[src/design/trc_pkg.sv]
// Shared types, constants and helper functions for the touch report classifier.
// No dependencies; every other design file imports this package.
`timescale 1ns / 1ps
`default_nettype none

package trc_pkg;

    localparam int NUM_FINGERS = 2;

    localparam int COORD_W = 12;
    localparam int PRESS_W = 8;
    localparam int WIDTH_W = 4;
    localparam int KEY_W   = 3;
    localparam int RAW_W   = 40;

    localparam int IRQ_ABS_BIT = 2;
    localparam int F0_BIT      = 0;
    localparam int F1_BIT      = 2;

    // Frame queue between classifier and event sequencer
    localparam int QDEPTH = 2;
    localparam int QAW    = 1;
    localparam int QCNT_W = 2;
    localparam int NEV_W  = 2;

    // Configuration register map
    localparam int                  CFG_IDX_W         = 1;
    localparam logic [CFG_IDX_W-1:0] REG_DISPLAY_MAX_Y = 1'b0;
    localparam logic [CFG_IDX_W-1:0] REG_KEY_MIN_Y     = 1'b1;
    localparam logic [COORD_W-1:0]  DISPLAY_MAX_Y_RST = 12'd1728;
    localparam logic [COORD_W-1:0]  KEY_MIN_Y_RST     = 12'd1805;

    // Key zone bounds on X (exclusive)
    localparam logic [COORD_W-1:0] MENU_LO   = 12'd35;
    localparam logic [COORD_W-1:0] MENU_HI   = 12'd245;
    localparam logic [COORD_W-1:0] HOME_LO   = 12'd287;
    localparam logic [COORD_W-1:0] HOME_HI   = 12'd497;
    localparam logic [COORD_W-1:0] BACK_LO   = 12'd539;
    localparam logic [COORD_W-1:0] BACK_HI   = 12'd749;
    localparam logic [COORD_W-1:0] SEARCH_LO = 12'd791;
    localparam logic [COORD_W-1:0] SEARCH_HI = 12'd1001;

    localparam logic [KEY_W-1:0] KEY_NONE   = 3'd0;
    localparam logic [KEY_W-1:0] BTN_MENU   = 3'd1;
    localparam logic [KEY_W-1:0] BTN_HOME   = 3'd2;
    localparam logic [KEY_W-1:0] BTN_BACK   = 3'd3;
    localparam logic [KEY_W-1:0] BTN_SEARCH = 3'd4;

    typedef enum logic [1:0] {
        EV_POINT   = 2'd0,
        EV_PRESS   = 2'd1,
        EV_RELEASE = 2'd2,
        EV_END     = 2'd3
    } kind_t;

    typedef enum logic [2:0] {
        MODE_NONE   = 3'b001,
        MODE_KEY    = 3'b010,
        MODE_SCREEN = 3'b100
    } mode_t;

    typedef struct packed {
        logic [COORD_W-1:0] x;
        logic [COORD_W-1:0] y;
        logic [PRESS_W-1:0] p;
        logic [WIDTH_W-1:0] w;
    } finger_t;

    typedef struct packed {
        kind_t              kind;
        logic [COORD_W-1:0] x;
        logic [COORD_W-1:0] y;
        logic [PRESS_W-1:0] p;
        logic [WIDTH_W-1:0] w;
        logic [KEY_W-1:0]   key;
    } event_t;

    // Up to two events of one frame; the frame end is implied
    typedef struct packed {
        event_t             ev0;
        event_t             ev1;
        logic [NEV_W-1:0]   n_ev;
    } frame_t;

    function automatic finger_t decode_finger(input logic [RAW_W-1:0] raw);
        finger_t    f;
        logic [3:0] hi;
        logic [3:0] lo;
        hi  = raw[31:28];
        lo  = raw[27:24];
        f.x = {raw[7:0], raw[19:16]};
        f.y = {raw[15:8], raw[23:20]};
        f.w = (hi > lo) ? hi : lo;
        f.p = raw[39:32];
        return f;
    endfunction

    function automatic logic [KEY_W-1:0] zone_key(input logic [COORD_W-1:0] x);
        logic [KEY_W-1:0] k;
        if (x > MENU_LO && x < MENU_HI)
            k = BTN_MENU;
        else if (x > HOME_LO && x < HOME_HI)
            k = BTN_HOME;
        else if (x > BACK_LO && x < BACK_HI)
            k = BTN_BACK;
        else if (x > SEARCH_LO && x < SEARCH_HI)
            k = BTN_SEARCH;
        else
            k = KEY_NONE;
        return k;
    endfunction

endpackage

`default_nettype wire

[src/design/trc_front.sv]
// Front end: configuration registers, frame classification and mode state.
// Depends on trc_pkg; pushes one frame record per accepted frame into trc_queue.
`timescale 1ns / 1ps
`default_nettype none

module trc_front (
    input  wire logic                           clk,
    input  wire logic                           rst_n,
    input  wire logic                           cfg_valid,
    output logic                                cfg_ready,
    input  wire logic [trc_pkg::CFG_IDX_W-1:0]  cfg_index,
    input  wire logic [trc_pkg::COORD_W-1:0]    cfg_data,
    input  wire logic                           in_valid,
    output logic                                in_ready,
    input  wire logic [7:0]                     irq_status,
    input  wire logic [7:0]                     finger_state,
    input  wire logic [trc_pkg::RAW_W-1:0]      finger0_bytes,
    input  wire logic [trc_pkg::RAW_W-1:0]      finger1_bytes,
    input  wire logic                           q_full,
    output logic                                push,
    output trc_pkg::frame_t                     push_frame
);
    import trc_pkg::*;

    logic [COORD_W-1:0] display_max_y_reg;
    logic [COORD_W-1:0] key_min_y_reg;
    mode_t              prior_mode_reg;
    mode_t              prior_mode_next;
    logic [KEY_W-1:0]   held_key_reg;
    logic               first_down_reg;

    finger_t          f0;
    finger_t          f1;
    logic             abs_data;
    logic             p0;
    logic             p1;
    logic             single;
    logic             single_screen;
    logic             y0_disp;
    logic             y1_disp;
    logic             y0_key;
    logic [KEY_W-1:0] key0;
    logic             a_v;
    logic             b_v;
    logic             press;
    event_t           a_ev;
    event_t           point0;
    event_t           point1;
    event_t           release_ev;
    event_t           press_ev;
    logic             accept;

    assign f0       = decode_finger(finger0_bytes);
    assign f1       = decode_finger(finger1_bytes);
    assign abs_data = irq_status[IRQ_ABS_BIT];
    assign p0       = finger_state[F0_BIT];
    assign p1       = (NUM_FINGERS > 1) ? finger_state[F1_BIT] : 1'b0;
    assign single   = p0 && !p1;
    assign y0_disp  = f0.y < display_max_y_reg;
    assign y1_disp  = f1.y < display_max_y_reg;
    assign y0_key   = f0.y > key_min_y_reg;
    assign key0     = zone_key(f0.x);

    // A lone finger 0 stays on screen once screen mode is set
    assign single_screen = (y0_disp && prior_mode_reg == MODE_NONE)
                        || prior_mode_reg == MODE_SCREEN;

    assign point0     = '{kind: EV_POINT, x: f0.x, y: f0.y, p: f0.p, w: f0.w, key: KEY_NONE};
    assign point1     = '{kind: EV_POINT, x: f1.x, y: f1.y, p: f1.p, w: f1.w, key: KEY_NONE};
    assign release_ev = '{kind: EV_RELEASE, x: '0, y: '0, p: '0, w: '0, key: held_key_reg};
    assign press_ev   = '{kind: EV_PRESS, x: '0, y: '0, p: '0, w: '0, key: key0};

    always_comb
    begin
        a_v             = 1'b0;
        a_ev            = point0;
        press           = 1'b0;
        prior_mode_next = MODE_SCREEN;
        if (!p0)
        begin
            a_v  = 1'b1;
            a_ev = release_ev;
        end
        else if (single)
        begin
            if (single_screen)
            begin
                a_v = y0_disp;
            end
            else if (y0_key)
            begin
                prior_mode_next = MODE_KEY;
                a_ev            = press_ev;
                if (key0 != KEY_NONE && !first_down_reg)
                begin
                    a_v   = 1'b1;
                    press = 1'b1;
                end
            end
            else
            begin
                // Touch between key strip and display: report as a point
                a_v = 1'b1;
            end
        end
        else
        begin
            a_v = y0_disp;
        end
        if (!p0 && !p1)
            prior_mode_next = MODE_NONE;
    end

    assign b_v = p1 && y1_disp;

    // Compact the two candidate events into a frame record
    always_comb
    begin
        push_frame.ev0  = a_v ? a_ev : point1;
        push_frame.ev1  = point1;
        push_frame.n_ev = abs_data ? (NEV_W'(a_v) + NEV_W'(b_v)) : '0;
    end

    assign in_ready  = !q_full;
    assign push      = in_valid && !q_full;
    assign accept    = push;
    assign cfg_ready = 1'b1;

    always_ff @(posedge clk or negedge rst_n)
    begin
        if (!rst_n)
        begin
            display_max_y_reg <= DISPLAY_MAX_Y_RST;
            key_min_y_reg     <= KEY_MIN_Y_RST;
        end
        else if (cfg_valid)
        begin
            unique case (cfg_index)
                REG_DISPLAY_MAX_Y: display_max_y_reg <= cfg_data;
                REG_KEY_MIN_Y:     key_min_y_reg     <= cfg_data;
                default:           ;
            endcase
        end
    end

    always_ff @(posedge clk or negedge rst_n)
    begin
        if (!rst_n)
        begin
            prior_mode_reg <= MODE_NONE;
            held_key_reg   <= KEY_NONE;
            first_down_reg <= 1'b0;
        end
        else if (accept && abs_data)
        begin
            prior_mode_reg <= prior_mode_next;
            first_down_reg <= p0;
            if (press)
                held_key_reg <= key0;
        end
    end

    // Frames without new data leave the touch state untouched
    a_no_data_keeps_state: assert property (@(posedge clk) disable iff (!rst_n)
        (accept && !abs_data) |=> ($stable(prior_mode_reg) && $stable(held_key_reg)
                                   && $stable(first_down_reg)))
        else $error("state changed on a frame without new data");

    a_held_key_range: assert property (@(posedge clk) disable iff (!rst_n)
        held_key_reg <= BTN_SEARCH)
        else $error("held key out of range");

endmodule

`default_nettype wire

[src/design/trc_queue.sv]
// Small FIFO of classified frame records between front end and sequencer.
// Depends on trc_pkg for the record type and depth constants.
`timescale 1ns / 1ps
`default_nettype none

module trc_queue (
    input  wire logic              clk,
    input  wire logic              rst_n,
    input  wire logic              push,
    input  wire trc_pkg::frame_t   push_frame,
    output logic                   full,
    input  wire logic              pop,
    output trc_pkg::frame_t        head,
    output logic                   head_valid
);
    import trc_pkg::*;

    frame_t              mem [QDEPTH];
    logic [QAW-1:0]      wr_ptr_reg;
    logic [QAW-1:0]      wr_ptr_next;
    logic [QAW-1:0]      rd_ptr_reg;
    logic [QAW-1:0]      rd_ptr_next;
    logic [QCNT_W-1:0]   count_reg;
    logic [QCNT_W-1:0]   count_next;
    logic                do_pop;

    assign full       = count_reg == QCNT_W'(QDEPTH);
    assign head_valid = count_reg != '0;
    assign head       = mem[rd_ptr_reg];
    assign do_pop     = pop && head_valid;

    always_comb
    begin
        wr_ptr_next = wr_ptr_reg;
        rd_ptr_next = rd_ptr_reg;
        count_next  = count_reg;
        if (push)
            wr_ptr_next = (wr_ptr_reg == QAW'(QDEPTH - 1)) ? '0 : wr_ptr_reg + 1'b1;
        if (do_pop)
            rd_ptr_next = (rd_ptr_reg == QAW'(QDEPTH - 1)) ? '0 : rd_ptr_reg + 1'b1;
        if (push && !do_pop)
            count_next = count_reg + 1'b1;
        else if (do_pop && !push)
            count_next = count_reg - 1'b1;
    end

    always_ff @(posedge clk)
    begin
        if (push)
            mem[wr_ptr_reg] <= push_frame;
    end

    always_ff @(posedge clk or negedge rst_n)
    begin
        if (!rst_n)
        begin
            wr_ptr_reg <= '0;
            rd_ptr_reg <= '0;
            count_reg  <= '0;
        end
        else
        begin
            wr_ptr_reg <= wr_ptr_next;
            rd_ptr_reg <= rd_ptr_next;
            count_reg  <= count_next;
        end
    end

    a_count_bound: assert property (@(posedge clk) disable iff (!rst_n)
        count_reg <= QCNT_W'(QDEPTH))
        else $error("frame queue overflow");

endmodule

`default_nettype wire

[src/design/trc_back.sv]
// Back end: walks the head frame record and issues its events, then a frame end.
// Depends on trc_pkg; feeds the registered output channel of the top level.
`timescale 1ns / 1ps
`default_nettype none

module trc_back (
    input  wire logic                          clk,
    input  wire logic                          rst_n,
    input  wire trc_pkg::frame_t               head,
    input  wire logic                          head_valid,
    output logic                               pop,
    output logic                               out_valid,
    input  wire logic                          out_ready,
    output logic [1:0]                         event_kind,
    output logic [trc_pkg::COORD_W-1:0]        pos_x,
    output logic [trc_pkg::COORD_W-1:0]        pos_y,
    output logic [trc_pkg::PRESS_W-1:0]        pressure,
    output logic [trc_pkg::WIDTH_W-1:0]        contact_width,
    output logic [trc_pkg::KEY_W-1:0]          key_code,
    output logic                               last
);
    import trc_pkg::*;

    logic             out_valid_reg;
    logic             out_valid_next;
    event_t           out_ev_reg;
    logic             out_last_reg;
    logic [NEV_W-1:0] step_reg;
    logic [NEV_W-1:0] step_next;
    logic             load;
    logic             at_end;
    event_t           cur_ev;
    event_t           end_ev;

    assign load   = !out_valid_reg || out_ready;
    assign at_end = step_reg == head.n_ev;
    assign end_ev = '{kind: EV_END, x: '0, y: '0, p: '0, w: '0, key: KEY_NONE};

    always_comb
    begin
        priority if (at_end)
            cur_ev = end_ev;
        else if (step_reg == '0)
            cur_ev = head.ev0;
        else
            cur_ev = head.ev1;
    end

    assign pop = load && head_valid && at_end;

    always_comb
    begin
        out_valid_next = out_valid_reg;
        step_next      = step_reg;
        if (load)
        begin
            out_valid_next = head_valid;
            if (head_valid)
                step_next = at_end ? '0 : step_reg + 1'b1;
        end
    end

    always_ff @(posedge clk or negedge rst_n)
    begin
        if (!rst_n)
        begin
            out_valid_reg <= 1'b0;
            step_reg      <= '0;
        end
        else
        begin
            out_valid_reg <= out_valid_next;
            step_reg      <= step_next;
        end
    end

    // Payload: load on every free slot, hold while stalled
    always_ff @(posedge clk)
    begin
        if (load && head_valid)
        begin
            out_ev_reg   <= cur_ev;
            out_last_reg <= at_end;
        end
    end

    assign out_valid     = out_valid_reg;
    assign event_kind    = out_ev_reg.kind;
    assign pos_x         = out_ev_reg.x;
    assign pos_y         = out_ev_reg.y;
    assign pressure      = out_ev_reg.p;
    assign contact_width = out_ev_reg.w;
    assign key_code      = out_ev_reg.key;
    assign last          = out_last_reg;

    a_step_in_frame: assert property (@(posedge clk) disable iff (!rst_n)
        head_valid |-> step_reg <= head.n_ev)
        else $error("event step beyond frame record");

endmodule

`default_nettype wire

[src/design/touch_report_classifier_top.sv]
// Top level of the touch report classifier: front end, frame queue, sequencer.
// Depends on trc_pkg, trc_front, trc_queue and trc_back.
//
// Usage:
//   Input channel (in_valid/in_ready) takes one raw two-finger frame per
//   transfer. Output channel (out_valid/out_ready) returns its events in
//   order: up to two touch-point / key-press / key-release events, then a
//   frame end with last high. Every frame yields one to three results.
//   Configuration channel (cfg_valid/cfg_ready, cfg_index, cfg_data) writes
//   display_max_y (index 0) or key_min_y (index 1); cfg_ready is always high.
//   With the block idle, a frame's first result is registered in the frame
//   queue and then in the output register before it is shown. The front end
//   classifies a frame in its transfer cycle; the sequencer issues one result
//   per cycle while out_ready stays high, and the results of the next queued
//   frame follow a frame end directly. A two-entry frame queue sits between.
//   Reset clears mode, held key, finger-down flag and the queue, and loads
//   the configuration registers with their default limits.
//   When the receiver stalls, the output register holds; the queue keeps
//   taking frames until both entries are used, then in_ready drops.
`timescale 1ns / 1ps
`default_nettype none

module touch_report_classifier_top (
    input  wire logic                          clk,
    input  wire logic                          rst_n,
    input  wire logic                          cfg_valid,
    output logic                               cfg_ready,
    input  wire logic [trc_pkg::CFG_IDX_W-1:0] cfg_index,
    input  wire logic [trc_pkg::COORD_W-1:0]   cfg_data,
    input  wire logic                          in_valid,
    output logic                               in_ready,
    input  wire logic [7:0]                    irq_status,
    input  wire logic [7:0]                    finger_state,
    input  wire logic [trc_pkg::RAW_W-1:0]     finger0_bytes,
    input  wire logic [trc_pkg::RAW_W-1:0]     finger1_bytes,
    output logic                               out_valid,
    input  wire logic                          out_ready,
    output logic [1:0]                         event_kind,
    output logic [trc_pkg::COORD_W-1:0]        pos_x,
    output logic [trc_pkg::COORD_W-1:0]        pos_y,
    output logic [trc_pkg::PRESS_W-1:0]        pressure,
    output logic [trc_pkg::WIDTH_W-1:0]        contact_width,
    output logic [trc_pkg::KEY_W-1:0]          key_code,
    output logic                               last
);
    import trc_pkg::*;

    logic   q_full;
    logic   push;
    frame_t push_frame;
    logic   pop;
    frame_t head;
    logic   head_valid;

    trc_front u_front (
        .clk           (clk),
        .rst_n         (rst_n),
        .cfg_valid     (cfg_valid),
        .cfg_ready     (cfg_ready),
        .cfg_index     (cfg_index),
        .cfg_data      (cfg_data),
        .in_valid      (in_valid),
        .in_ready      (in_ready),
        .irq_status    (irq_status),
        .finger_state  (finger_state),
        .finger0_bytes (finger0_bytes),
        .finger1_bytes (finger1_bytes),
        .q_full        (q_full),
        .push          (push),
        .push_frame    (push_frame)
    );

    trc_queue u_queue (
        .clk        (clk),
        .rst_n      (rst_n),
        .push       (push),
        .push_frame (push_frame),
        .full       (q_full),
        .pop        (pop),
        .head       (head),
        .head_valid (head_valid)
    );

    trc_back u_back (
        .clk           (clk),
        .rst_n         (rst_n),
        .head          (head),
        .head_valid    (head_valid),
        .pop           (pop),
        .out_valid     (out_valid),
        .out_ready     (out_ready),
        .event_kind    (event_kind),
        .pos_x         (pos_x),
        .pos_y         (pos_y),
        .pressure      (pressure),
        .contact_width (contact_width),
        .key_code      (key_code),
        .last          (last)
    );

endmodule

`default_nettype wire
[config.mk]
export PLATFORM = sky130hd
export DESIGN_NAME = touch_report_classifier_top
export DESIGN_NICKNAME = d
export VERILOG_FILES = /design/src/design/trc_pkg.sv /design/src/design/trc_front.sv /design/src/design/trc_queue.sv /design/src/design/trc_back.sv /design/src/design/touch_report_classifier_top.sv
export SDC_FILE = /design/constraint.sdc
export NUM_CORES = 1
export LEC_CHECK = 0
export BUFFER_PORTS_ARGS = -buffer_cell sky130_fd_sc_hd__buf_2
export CAP_MARGIN = 40
export CORE_ASPECT_RATIO = 1.75
export CORE_MARGIN = 8
export CORE_UTILIZATION = 52
export CTS_CLUSTER_DIAMETER = 50
export DETAILED_ROUTE_END_ITERATION = 6
export GPL_ROUTABILITY_DRIVEN = 0
export PLACE_DENSITY_LB_ADDON = 0.2
export SYNTH_ARGS = -nofsm -noshare
export SYNTH_HDL_FRONTEND = slang
export SYNTH_SLANG_ARGS = --single-unit
[constraint.sdc]
create_clock -name clk -period 5 [get_ports clk]
set_input_delay 1 -clock clk [delete_from_list [all_inputs] [get_ports clk]]
set_output_delay 1 -clock clk [all_outputs]
set_load 0.02 [all_outputs]
==> run summary <==
The flow ran to the end, and the final reports show no timing, DRC or antenna violations. The die height was 209 um; the clock latency at the later pin of the worst-skew pair was 0.50 ns. In this run the static leakage power is 5.07 nW.

For the placed instance area, the log shows 12,200 um2. Via count: 7,028. For this run, the slowest stage of the critical path takes 0.56 ns. The standard-cell row count is 71, and the clock transition at the registers of the reported paths is 0.06 ns. For the number of antenna violations at the first check in global routing, the log shows 2. Global routing used 18.5% of the available tracks across all layers.

STA classifies the critical path startpoint as a primary input. The tools report the number of ports placed on the die boundary as 159. The tools report the total number of clock tree sinks as 238. Detailed placement ended at an HPWL of 17.3 mm. The smallest clock period supported by the final layout is computed as 3.31 ns.

The wire length of the first global-routing pass is 39.0 mm, and the wire length per cell after detailed routing is 20.5 um. The logs give 0 for the number of synthesis warnings and 3 for the clock tree buffer depth. At the end of the flow, the number of nets in the layout was 1,079. The tools report the level count of the clock H-tree as 1. After synthesis, flip-flops and latches occupy 62.8% of the total area. The critical path is of the primary input to register type.

The number of nets in the synthesized netlist is 937. The maximum clock frequency is 0.302 GHz. The largest total area in the synthesized netlist belongs to sky130_fd_sc_hd__edfxtp_1. Cells fill 60.5% of the core in the end. The gate count after technology mapping was 778.

The die covers 26,500 um2. The run gives 0 as the post-CTS setup-driven buffer insertion count. The run gives 0 as the number of max-slew violations in the final report.

The startpoint identified for the worst register-to-register timing path is u_front.display_max_y_reg[7]. After clock tree synthesis, the repair step resized 0 gates. Relative to the synthesized area, the layout overhead comes to 15.6%. For the pin with the worst max-slew slack, the measured transition is 0.831 ns. The signal on the critical path passes through buf_2 > ha_1 > nand2_1 > nor3_1 > a21oi_1 > o21ai_1 > nand2_1 > a221o_1. The register ranked first by flip-flop count is u_queue.mem. The logs give 12,800 um2 for the final non-filler cell area and 0 ns for the total negative setup slack.

Total power for the finished layout comes to 7.09 mW. Among all stages on the critical path, the largest delay is contributed by sky130_fd_sc_hd__o21ai_1. In this design, the critical path's most frequently occurring cell is sky130_fd_sc_hd__nand2_1.

For the count of routing violations after the opening detailed-route iteration, the log shows 506. For this run, the detailed router's first-pass iteration total came to 5. The number of hold buffers added after CTS was 0. After detailed routing, the number of remaining DRC violations is 0. In this run the worst setup path begins at finger0_bytes[11]. The number of distinct standard cells referenced by the synthesized netlist was 57. IR analysis of the VDD net gives a maximum drop of 356 uV.

The tools report the number of max-cap violations as 0. TritonCTS built the clock tree. The fraction of post-synthesis cell area in the top cell type by area works out to 54.1%. In the post-synthesis netlist, the biggest area contributors are sky130_fd_sc_hd__edfxtp_1 54%, sky130_fd_sc_hd__mux4_2 7.3%, sky130_fd_sc_hd__dfrtp_1 6.1%, sky130_fd_sc_hd__ha_1 5.1%, sky130_fd_sc_hd__mux2_2 2.7%. Grouping stages by cell kind, the critical path spends the most delay in compound AO/OA/AOI/OAI gates. The number of enable flip-flop cells after synthesis came out at 200.

The buffers plus inverters on the worst setup path is 1, and the number of clock buffers inserted by TritonCTS is 22. The cell area that synthesis handed to floorplanning was 11,100 um2. After synthesis, the share of flip-flops with an asynchronous set or reset is 16.0%. The initial cell density of the core is 52.3%, and the number of flip-flops under the largest register name is 158. The predominant post-synthesis flop cell was sky130_fd_sc_hd__edfxtp_1.

The worst-path maximum fanout was 14. The clock arrives with 0.00732 ns of skew. The tree is rooted in a sky130_fd_sc_hd__clkbuf_16. Dividing the detail-routed via count by the number of cells gives 5.90. The logs give 0 for the number of routed nets with antenna violations and 0 for the total global routing overflow.

Standard cell core area: 21,200 um2. Setup repair after global routing left no endpoint under its margin. Dividing total power by cell area gives a power density of 552 nW/um2.

The number of hold violations in the final report was 0; the pin count of the biggest net entering global routing was 73. In this run the tool buffered the top-level ports with 144 buffer cells. The via count of the first global-routing pass is 7,313, and the required time at the endpoint of the critical path is 5.23 ns. Count of placed standard cells in the final layout, fillers left out: 1,192.

Counting tap cells, the placed design contains a total of 1,151 instances. The mean area per synthesized cell works out to 14.3 um2. The flip-flop and latch count after synthesis works out to 238. The run gives 44.6% as the worst relative slew slack. Cells with a size suffix above 1 make up 29.1% of the layout. For the worst setup path, the data arrival time is 3.55 ns. Setup violation total in the final timing report: 0. The x dimension of the die works out to 126 um.

In the finished design, the share of the clock period the worst path needs comes to 66.3%. Wire length reported by the detailed router: 24.4 mm. The worst hold path belongs to the class primary input to async pin. STA classifies the critical path endpoint as a register.
==> layout by cell type (no fill, tap or decap), types with 4 or more instances in the layout <==
| master | synthesis | routed |
|---|---|---|
| sky130_fd_sc_hd__nand3_1 | 51 | 51 |
| sky130_fd_sc_hd__and3_1 | 27 | 26 |
| sky130_fd_sc_hd__nor3_1 | 7 | 7 |
| sky130_fd_sc_hd__mux2i_1 | 5 | 5 |
| sky130_fd_sc_hd__nand2_1 | 36 | 36 |
| sky130_fd_sc_hd__o21ai_0 | 22 | 22 |
| sky130_fd_sc_hd__buf_2 | 7 | 144 |
| sky130_fd_sc_hd__clkbuf_1 | 30 | 8 |
| sky130_fd_sc_hd__dfstp_2 | 11 | 11 |
| sky130_fd_sc_hd__o211ai_1 | 6 | 6 |
| sky130_fd_sc_hd__dfrtp_1 | 27 | 26 |
| sky130_fd_sc_hd__nand4_1 | 8 | 8 |
| sky130_fd_sc_hd__clkbuf_16 | 0 | 23 |
| sky130_fd_sc_hd__inv_1 | 59 | 59 |
| sky130_fd_sc_hd__edfxtp_1 | 200 | 200 |
| sky130_fd_sc_hd__buf_4 | 1 | 12 |
| sky130_fd_sc_hd__a21oi_1 | 20 | 20 |
| sky130_fd_sc_hd__ha_1 | 45 | 44 |
| sky130_fd_sc_hd__o221ai_1 | 23 | 23 |
| sky130_fd_sc_hd__a21o_1 | 4 | 4 |
| sky130_fd_sc_hd__a221o_1 | 14 | 14 |
| sky130_fd_sc_hd__mux4_2 | 36 | 36 |
| sky130_fd_sc_hd__nor2_1 | 12 | 11 |
| sky130_fd_sc_hd__nand2b_1 | 4 | 4 |
| sky130_fd_sc_hd__xnor2_1 | 4 | 4 |
| sky130_fd_sc_hd__mux2_2 | 27 | 27 |
| sky130_fd_sc_hd__clkinv_1 | 0 | 4 |
| sky130_fd_sc_hd__nor2b_1 | 41 | 40 |
==> power by group <==
group	internal [mW]	switching [mW]	total [mW]
sequential	2.97	0.167	3.13
clock	0.911	0.681	1.59
combinational	0.965	1.39	2.36
==> cells in the mapped netlist (all sizes together) (2+ instances only) <==
cell and count:
ha 45, o21a 4, o221ai 23, a21oi 20
a21o 4, a211oi 2, a221o 14, nor2 12
mux2 27, dfrtp 27, o21ai 25, xor2 3
mux2i 5, o22ai 2, nor2b 41, nand3 51
nand2b 4, a31oi 3, mux4 36, nand4 8
and3 27, buf 12, xnor2 4, o31ai 2
nand3b 3, inv 60, nor3 7, edfxtp 200
dfstp 11, o211ai 6, nand2 36, and2 5
or3 3, or4 2, nor4 2, clkbuf 30
==> cell type report <==
type | count | area [um2]
Clock buffer | 32 | 619
Antenna cell | 1 | 2.50
Tap cell | 255 | 319
Multi-Input combinational cell | 438 | 3740
Fill cell | 1699 | 8390
Sequential cell | 238 | 6970
Clock inverter | 8 | 62.6
Timing Repair Buffer | 160 | 898
Inverter | 60 | 225
==> logic make-up after synthesis <==
family | count (synthesis) | share of synthesized area [%]
xor+xnor | 7 | 0.552
flops | 238 | 62.8
simple gates | 206 | 10.1
other cells | 1 | 0.0338
buf+inv | 102 | 3.76
mux | 68 | 10.5
fa+ha+maj | 45 | 5.07
compound gates | 111 | 7.24
==> stage by stage <==
| step | hold WS (ns) | setup slack (ns) |
|---|---|---|
| 3_3_place_gp | 0.489 | 1.21 |
| 4_1_cts | 0.328 | 1.71 |
| 6_report | 0.344 | 1.69 |
| 3_5_place_dp | 0.493 | 1.19 |
| 5_1_grt | 0.335 | 1.51 |
| 2_1_floorplan | 0.473 | 1.25 |
==> path summary, 6_finish.rpt <==
| path | end | slack, ns | cells past startpoint |
|---|---|---|---|
| max | u_queue.mem[1][74] | 1.69 | 8 |
| min | u_front.key_min_y_reg[7] | 0.34 | 1 |
| max reg2reg | u_queue.mem[1][74] | 1.72 | 8 |
| min reg2reg | u_front.key_min_y_reg[1] | 0.51 | 1 |
| max in group asynchronous | u_front.prior_mode_reg[0] | 4.16 | 2 |
| min in group clk | u_front.key_min_y_reg[1] | 0.51 | 1 |
==> per-layer routing <==
metal / vias to the layer above / track usage (%) / wire length, um
li1: 3279 / - / -
met1: 3488 / 21.4 / 9430
met2: 219 / 34.1 / 13000
met3: 40 / 3.41 / 1400
met4: 2 / 5.05 / 567
met5: - / 0 / 8
(Power assumes the default switching activity.)
